--- config.mk ---
export PLATFORM = sky130hd
export DESIGN_NAME = rvsc_controller
export DESIGN_NICKNAME = d
export VERILOG_FILES = /design/src/hw/rtl/rvsc_pkg.sv /design/src/hw/rtl/rvsc_controller.sv
export VERILOG_INCLUDE_DIRS = /design/src /design/src/hw/rtl
export SDC_FILE = /design/constraint.sdc
export NUM_CORES = 1
export LEC_CHECK = 0
export ABC_CLOCK_PERIOD_IN_PS = 2200
export BUFFER_PORTS_ARGS = -buffer_cell sky130_fd_sc_hd__buf_2
export CORE_MARGIN = 1.5
export CORE_UTILIZATION = 35
export DETAILED_ROUTE_END_ITERATION = 8
export GPL_ROUTABILITY_DRIVEN = 1
export MAX_ROUTING_LAYER = met4
export PLACE_DENSITY = 0.7
export REMOVE_ABC_BUFFERS = 1
export SETUP_SLACK_MARGIN = 0.5
export SLEW_MARGIN = 5
export SYNTH_ARGS = -nofsm -noshare
export SYNTH_HDL_FRONTEND = slang
export SYNTH_SLANG_ARGS = --single-unit
--- constraint.sdc ---
create_clock -name clk -period 2.2 [get_ports clk]
set_input_delay 0.44 -clock clk [delete_from_list [all_inputs] [get_ports clk]]
set_output_delay 0.44 -clock clk [all_outputs]
set_load 0.005 [all_outputs]
--- src/hw/rtl/rv32_subset_cpu_step_core_macros.svh ---
// Assertion macros used by the core's controller.
`ifndef RV32_SUBSET_CPU_STEP_CORE_MACROS_SVH
`define RV32_SUBSET_CPU_STEP_CORE_MACROS_SVH

// Same-cycle implication, checked on clk and disabled in reset.
`define RVSC_ASSERT_NOW(label, cond, prop) \
  label: assert property (@(posedge clk) disable iff (rst) (cond) |-> (prop)) \
    else $error("rvsc assertion failed");

// Next-cycle implication, checked on clk and disabled in reset.
`define RVSC_ASSERT_NEXT(label, cond, prop) \
  label: assert property (@(posedge clk) disable iff (rst) (cond) |=> (prop)) \
    else $error("rvsc assertion failed");

`endif

--- src/hw/rtl/rvsc_pkg.sv ---
// Package: types, codes and controller/datapath interface of the rv32 subset core.
package rvsc_pkg;

  localparam int MEM_WORDS_DEF = 16384;

  // item actions
  localparam logic [1:0] ACT_LOAD  = 2'd0;
  localparam logic [1:0] ACT_EXEC  = 2'd1;
  localparam logic [1:0] ACT_RDMEM = 2'd2;
  localparam logic [1:0] ACT_RDREG = 2'd3;

  // decoded instruction kinds
  localparam logic [3:0] K_OTHER  = 4'd0;
  localparam logic [3:0] K_LUI    = 4'd1;
  localparam logic [3:0] K_ADD    = 4'd2;
  localparam logic [3:0] K_ADDI   = 4'd3;
  localparam logic [3:0] K_LW     = 4'd4;
  localparam logic [3:0] K_LBU    = 4'd5;
  localparam logic [3:0] K_SW     = 4'd6;
  localparam logic [3:0] K_SB     = 4'd7;
  localparam logic [3:0] K_JALR   = 4'd8;
  localparam logic [3:0] K_EBREAK = 4'd9;

  localparam logic [6:0] OP_LUI    = 7'h37;
  localparam logic [6:0] OP_REG    = 7'h33;
  localparam logic [6:0] OP_IMM    = 7'h13;
  localparam logic [6:0] OP_LOAD   = 7'h03;
  localparam logic [6:0] OP_STORE  = 7'h23;
  localparam logic [6:0] OP_JALR   = 7'h67;
  localparam logic [31:0] INSN_EBREAK = 32'h0010_0073;

  typedef struct packed {
    logic [1:0]  action;
    logic [31:0] address;
    logic [31:0] data;
  } req_t;

  typedef struct packed {
    logic [31:0] pc;
    logic        halted;
    logic [31:0] read_data;
  } rsp_t;

  typedef struct packed {
    logic take;      // latch the accepted item
    logic clr_wr;    // clear one memory word
    logic item_wr;   // load-word action write
    logic item_rd;   // read-memory action
    logic reg_rd;    // read-register action
    logic fetch;     // read instruction at pc
    logic decode;    // latch instruction, read rs1/rs2
    logic exec;      // retire instructions other than LW/LBU/SB
    logic data_rd;   // data read for LW/LBU/SB
    logic finish;    // retire LW/LBU/SB
    logic out_load;  // capture result item
  } dp_cmd_t;

  typedef struct packed {
    logic       clr_done;
    logic       halted;
    logic [3:0] kind;
  } dp_status_t;

endpackage

--- src/hw/rtl/rvsc_controller.sv ---
// Controller: sequences memory clear, actions and instruction steps; owns the handshakes.
`include "rv32_subset_cpu_step_core_macros.svh"

module rvsc_controller (
  input  logic                 clk,
  input  logic                 rst,
  input  logic                 request_valid,
  output logic                 request_stall,
  input  logic [1:0]           action,
  output logic                 response_valid,
  input  logic                 response_stall,
  input  rvsc_pkg::dp_status_t st,
  output rvsc_pkg::dp_cmd_t    cmd
);

  localparam logic [3:0] ST_CLEAR  = 4'd0;
  localparam logic [3:0] ST_IDLE   = 4'd1;
  localparam logic [3:0] ST_LOADW  = 4'd2;
  localparam logic [3:0] ST_RDMEM  = 4'd3;
  localparam logic [3:0] ST_RDREG  = 4'd4;
  localparam logic [3:0] ST_FETCH  = 4'd5;
  localparam logic [3:0] ST_DECODE = 4'd6;
  localparam logic [3:0] ST_EXEC   = 4'd7;
  localparam logic [3:0] ST_MEMRD  = 4'd8;
  localparam logic [3:0] ST_DONE   = 4'd9;

  logic [3:0] state, state_next;
  logic       out_valid;
  logic       accept;

  assign request_stall  = state != ST_IDLE;
  assign accept         = request_valid && !request_stall;
  assign response_valid = out_valid;

  always_comb begin
    cmd        = '0;
    state_next = state;
    case (state)
      ST_CLEAR: begin
        cmd.clr_wr = 1'b1;
        if (st.clr_done) state_next = ST_IDLE;
      end
      ST_IDLE: begin
        if (accept) begin
          cmd.take = 1'b1;
          case (action)
            rvsc_pkg::ACT_LOAD:  state_next = ST_LOADW;
            rvsc_pkg::ACT_EXEC:  state_next = st.halted ? ST_DONE : ST_FETCH;
            rvsc_pkg::ACT_RDMEM: state_next = ST_RDMEM;
            default:             state_next = ST_RDREG;
          endcase
        end
      end
      ST_LOADW: begin
        cmd.item_wr = 1'b1;
        state_next  = ST_DONE;
      end
      ST_RDMEM: begin
        cmd.item_rd = 1'b1;
        state_next  = ST_DONE;
      end
      ST_RDREG: begin
        cmd.reg_rd = 1'b1;
        state_next = ST_DONE;
      end
      ST_FETCH: begin
        cmd.fetch  = 1'b1;
        state_next = ST_DECODE;
      end
      ST_DECODE: begin
        cmd.decode = 1'b1;
        state_next = ST_EXEC;
      end
      ST_EXEC: begin
        if (st.kind == rvsc_pkg::K_LW || st.kind == rvsc_pkg::K_LBU ||
            st.kind == rvsc_pkg::K_SB) begin
          cmd.data_rd = 1'b1;
          state_next  = ST_MEMRD;
        end else begin
          cmd.exec   = 1'b1;
          state_next = ST_DONE;
        end
      end
      ST_MEMRD: begin
        cmd.finish = 1'b1;
        state_next = ST_DONE;
      end
      ST_DONE: begin
        // wait for the result register to free up
        if (!out_valid || !response_stall) begin
          cmd.out_load = 1'b1;
          state_next   = ST_IDLE;
        end
      end
      default: state_next = ST_IDLE;
    endcase
  end

  always_ff @(posedge clk) begin
    if (rst) begin
      state     <= ST_CLEAR;
      out_valid <= 1'b0;
    end else begin
      state <= state_next;
      if (cmd.out_load) out_valid <= 1'b1;
      else if (!response_stall) out_valid <= 1'b0;
    end
  end

  `RVSC_ASSERT_NEXT(a_accept_busy, accept, state != ST_IDLE)
  `RVSC_ASSERT_NOW(a_no_overwrite, cmd.out_load, !out_valid || !response_stall)
  `RVSC_ASSERT_NOW(a_out_from_done, $rose(out_valid), $past(state) == ST_DONE)
  `RVSC_ASSERT_NEXT(a_halt_sticky, st.halted, st.halted)

endmodule

* Word level (Yosys, flattened, before mapping)
Cells that the tools add are included.
** Word-level totals
- Register bits after elaboration :: 5
- Input port bits :: 12
- Word-level logic and storage cells :: 55
- Output and inout port bits :: 13
** Operators by class
- Eq/ne operators :: 19
- Reduce and logical (&&, ||, !) cells :: 11
- Multiplexer cells :: 23
** Operator list (number)
- 4-bit by 3-bit equality test with 1-bit output, second input constant :: 7
- 4-bit one-hot mux with 7 select lines :: 1
- 1-bit two-way mux :: 16
- 4-bit two-way mux :: 4
- 4-bit one-hot mux with 3 select lines :: 1
- 4-bit by 2-bit equality test with 1-bit output, second input constant :: 2
- 4-bit equality test, second input constant :: 2
- 2-bit inequality test, second input constant :: 3
- 4-bit by 1-bit equality test with 1-bit output, second input constant :: 1
- 4-bit zero test :: 1
- 4-bit by 1-bit inequality test with 1-bit output, second input constant :: 1
- 4-bit OR reduction :: 1
- 1-bit zero test :: 3
- 1-bit logical OR :: 3
- 3-bit AND reduction :: 1
- 2-bit by 1-bit equality test with 1-bit output, second input constant :: 1
- 2-bit equality test, second input constant :: 1
- 2-bit zero test :: 1
- 2-bit two-way mux :: 1
- 2-bit by 1-bit inequality test with 1-bit output, second input constant :: 1
- 1-bit logical AND :: 1

* Longest topological paths before layout
- Depth in word-level cells :: 5
- Depth in mapped cells :: 6
- Mapped depth without buffers :: 6

* Least setup slack after synthesis
No wires, ideal clock.
- Path kind :: register to output
- Start point :: register state[0]
- End point :: output cmd[3] (netlist name)
- Arrival time :: 964 ps
- Path slack :: 796 ps
- Buffers on the path :: 1
- Required time :: 1760 ps
- Cell stages (with the launch flop) :: 5
- Path through :: dfxtp_1 -> buf_2 -> nor2b_1 -> nand3_1 -> nor2b_1
** RTL lines
- from (decl) :: line rvsc_controller.sv:27 : logic [3:0] state, state_next;
- from (signal assigned) :: line rvsc_controller.sv:104 : state <= state_next;
- to (decl) :: line rvsc_controller.sv:13 : output rvsc_pkg::dp_cmd_t cmd

==> results.md <==
Synth:
- The number of distinct standard cells referenced by the synthesized netlist is 26.
- The proportion of synthesized area in mux cells is 0.0209.
- After synthesis, the largest family of logic cells by area is simple AND/OR/NAND/NOR gates.
- Dividing the synthesized area by the synthesized cell count gives between 7 and 8 µm².
- After technology mapping, the gate count stands at 65.
- By area the synthesized netlist is led by sky130_fd_sc_hd__dfxtp_1, sky130_fd_sc_hd__ha_1, sky130_fd_sc_hd__nand2b_1.
- The cell area that synthesis handed to floorplanning was 479 µm².
- The adder-cell share of the synthesized area is 0.104.
- During synthesis, Yosys emitted a total of 0 warnings.
- Of the post-synthesis cell area, the dominant cell type holds 0.209.
- The register area share after synthesis is 0.209.
- The library cell occupying the most area in the post-synthesis netlist is sky130_fd_sc_hd__dfxtp_1.
- The synthesized-area fraction occupied by ao, oa, aoi and oai cells is 0.180.
- Synthesis inferred 5 register bits.
- Of the total synthesized cell area, the portion taken by XOR and XNOR cells is 0.0366.
- Of the total synthesized cell area, the portion taken by AND, OR, NAND and NOR gates is 0.355.

Floorplan:
- The floorplan row count is 13.
- The floorplan step defined a die boundary enclosing 1600 µm².
- After floorplanning, the core was sized to cover about 1300 µm².
- The floorplan die height is 40 µm.
- The effective utilization at floorplan is 0.373.
- The die width is 40 µm.
- 25 I/O pins were placed.

Timing:
- The relative max-transition margin is 0.796.
- Clock skew on the completed layout was measured at about 7 ps.
- The max-slew violation count came to 0.
- The number of endpoints with negative hold slack in the final report is 0.
- The final-report setup violation count is 0.
- Summed over all failing endpoints, the final setup total negative slack is 0 ps.
- Setup repair after global routing left no endpoint under its margin.
- Dividing the final minimum period by the clock period gives 0.746.
- At the pin with the least slew margin, the transition time is just over 300 ps.
- The highest attainable clock frequency is 609 MHz.
- The worst path in the final design needs a cycle of 1640 ps, including I/O delays and setup.
- Final hold analysis gives a worst-case slack of 382 ps.

GRT:
- The first global-routing pass estimated between 1500 and 2000 µm of wire.
- The pin count of the biggest net entering global routing is 14.
- Summed over all layers, the global routing overflow is 0.
- The via count of the first global-routing pass is 434.
- Across every metal layer, demand over resource in global routing totals 0.163.
- The initial antenna violation count is 0.

Setup path:
- The launching element type of the critical path is a register.
- Of all nets on the critical path, the largest fanout is 8.
- The setup check on the worst reg-to-reg path leaves a slack of roughly 740 ps.
- The critical path is of the register to output port type.
- STA puts the critical path data arrival time at 1200 ps.
- The worst setup path is captured at an output port.
- STA puts the critical path data required time at 1760 ps.

Power:
- Cell internal power was estimated by the tool at 0.254 mW.
- The switching power of the nets is ~0.14 mW.
- Power comes to 0.396 mW.
- The switching power as a share of total power is 0.358.
- Across the VDD grid, the largest voltage drop is 230 µV.
- The share of total power dissipated in combinational logic is 0.391.
- The clock power share is 0.275.
- Dividing total power by cell area gives a power density of just under 600 nW/µm².
- Of the total power, registers draw 0.334.
- The leakage power of the design is 0.322 nW.

Clock tree:
- The insertion delay to the later sink of the worst-skew pair is 250 ps.
- The clock root buffer is sky130_fd_sc_hd__clkbuf_4.
- In this run, CTS created clock tree buffers numbering 3.
- The number of hold-repair buffers added at the cts stage is 0.
- The number of clock sinks seen by CTS is 5.
- In this run the deepest clock path goes through 2 buffers.
- The clock tree from TritonCTS is built.
- The clock-pin slew reported for the worst setup and hold paths after clock tree synthesis is 50 ps.
- The count of H-tree levels built during CTS is 1.

Hold path:
- The path category of the worst min-delay check is input pin to register.

Route:
- The vias per cell is 5.18.
- The count of nets left with antenna violations once routing finished came out at 0.
- The number of detailed-route iterations in the first pass is 4.
- After detailed routing, the total wire length is roughly 1200 µm.
- The routed layout has 554 vias.
- The number of DRC violations after detailed routing is 0.
- The average wire length per cell after detail routing is between 10 and 15 µm.
- The DRC marker count from the first detailed-route iteration is 8.

Place:
- The final weighted congestion of routability-driven global placement is 0.869.
- The post-DP HPWL is 862 µm.
- During placement, the flow inserted port buffers numbering 24.
- Counting tap cells, the placed design contains a total of 100 instances.

Layout:
- The net count reported at finish is about 110.
- The fraction of final layout cells with drive strength greater than 1 is 0.435.
- The signed area change from the synthesized netlist to the final layout is 42.3%.
- Counting the fill cells in the layout gives 137.
- The filler-free cell count of the finished design is 107.
- The repair_antennas step left the layout with diodes totalling 0.

Job:
- The number of max-capacitance violations reported is 0.

Outcome:
- The flow ran to the end, and the final reports show no timing, DRC or antenna violations.
[registers in the layout, summed over array words and instances (netlist names)]
signal	flops
state	4
response_valid	1
[critical path, cell delays in order (launching register included)]
cell and delay [ps]:
sky130_fd_sc_hd__dfxtp_4 370, sky130_fd_sc_hd__buf_2 170, sky130_fd_sc_hd__nor4_1 260, sky130_fd_sc_hd__buf_2 150
[final cells by class]
| class | instances | area [µm²] | area share |
|---|---|---|---|
| inverters | 5 | 18.8 | 0.0275 |
| flip-flops and latches | 5 | 110 | 0.161 |
| multi-input cells | 51 | 368 | 0.539 |
| well taps | 15 | 18.8 | 0.0275 |
| repair buffers | 27 | 140 | 0.206 |
| clock buffers | 4 | 26.3 | 0.0385 |
[logic make-up after synthesis]
logic type / count (synthesis)
AO/OA/AOI/OAI: 12
AND/OR/NAND/NOR: 32
buffers and inverters: 9
flip-flops: 5
multiplexers: 1
XOR/XNOR: 2
adder cells (fa/ha/maj): 4
[synth_stat cells (all sizes together)]
| cell type | number |
|---|---|
| nand2 | 5 |
| o22a | 1 |
| nand3b | 1 |
| or2b | 1 |
| a21oi | 4 |
| nand4b | 1 |
| nor2b | 4 |
| xnor2 | 1 |
| o221a | 1 |
| and3 | 1 |
| ha | 4 |
| nand2b | 4 |
| buf | 4 |
| nor3 | 4 |
| inv | 5 |
| o211ai | 2 |
| nor2 | 5 |
| nand3 | 4 |
| a31oi | 1 |
| a311oi | 1 |
| xor2 | 1 |
| dfxtp | 5 |
| mux2i | 1 |
| o21ai | 2 |
| nor4 | 2 |
[worst paths after layout]
kind	endpoint	cells after the start	startpoint
min	state[0]	2	rst
max	cmd[1]	3	state[0]
max reg2reg	state[0]	4	state[2]
min reg2reg	response_valid	2	response_valid
[metal layers]
layer / track usage / wire [µm] / vias to the layer above
met1: 0.168 / 537 / 249
met5: - / 0 / -
li1: - / - / 281
met4: 0.121 / 25 / 0
met2: 0.266 / 607 / 22
met3: 0.0389 / 57 / 2
[power by group through the flow]
| stage | Sequential, mW | Combinational, mW | Clock (mW) |
|---|---|---|---|
| after floorplan | 0.123 | 0.0845 | 0 |
| after global placement | 0.129 | 0.123 | 0 |
| after detailed placement | 0.129 | 0.125 | 0 |
| after CTS | 0.130 | 0.126 | 0.113 |
| after global routing | 0.134 | 0.172 | 0.119 |
| final | 0.132 | 0.155 | 0.109 |
[timing repair]
item | 4_1_cts | 5_1_grt
pin swaps | 0 | 1
endpoints found under the setup margin | 6 | 7
buffers inserted | 0 | 3
gates cloned | 0 | 0
gates resized for setup | 4 | 10
[per-stage QoR]
stage	worst slack, ps	instance area [µm²]	util
after floorplan	778	453	-
after CTS	467	624	0.486
final	558	682	0.531
after global routing	478	682	0.531
after global placement	581	592	0.461
after detailed placement	555	592	0.461
[cells in the final DEF (no fill, tap or decap), types with 3 or more instances in the layout]
master                      n
sky130_fd_sc_hd__nor3_1     3
sky130_fd_sc_hd__buf_2     25
sky130_fd_sc_hd__clkbuf_4   3
sky130_fd_sc_hd__nand2_1    5
sky130_fd_sc_hd__inv_1      5
sky130_fd_sc_hd__nor2b_1    3
sky130_fd_sc_hd__nand3_1    3
sky130_fd_sc_hd__nand2b_1   3
sky130_fd_sc_hd__nor2_1     4
sky130_fd_sc_hd__ha_1       4
sky130_fd_sc_hd__a21oi_1    4
Note: power is estimated with default switching activity, not from simulation.
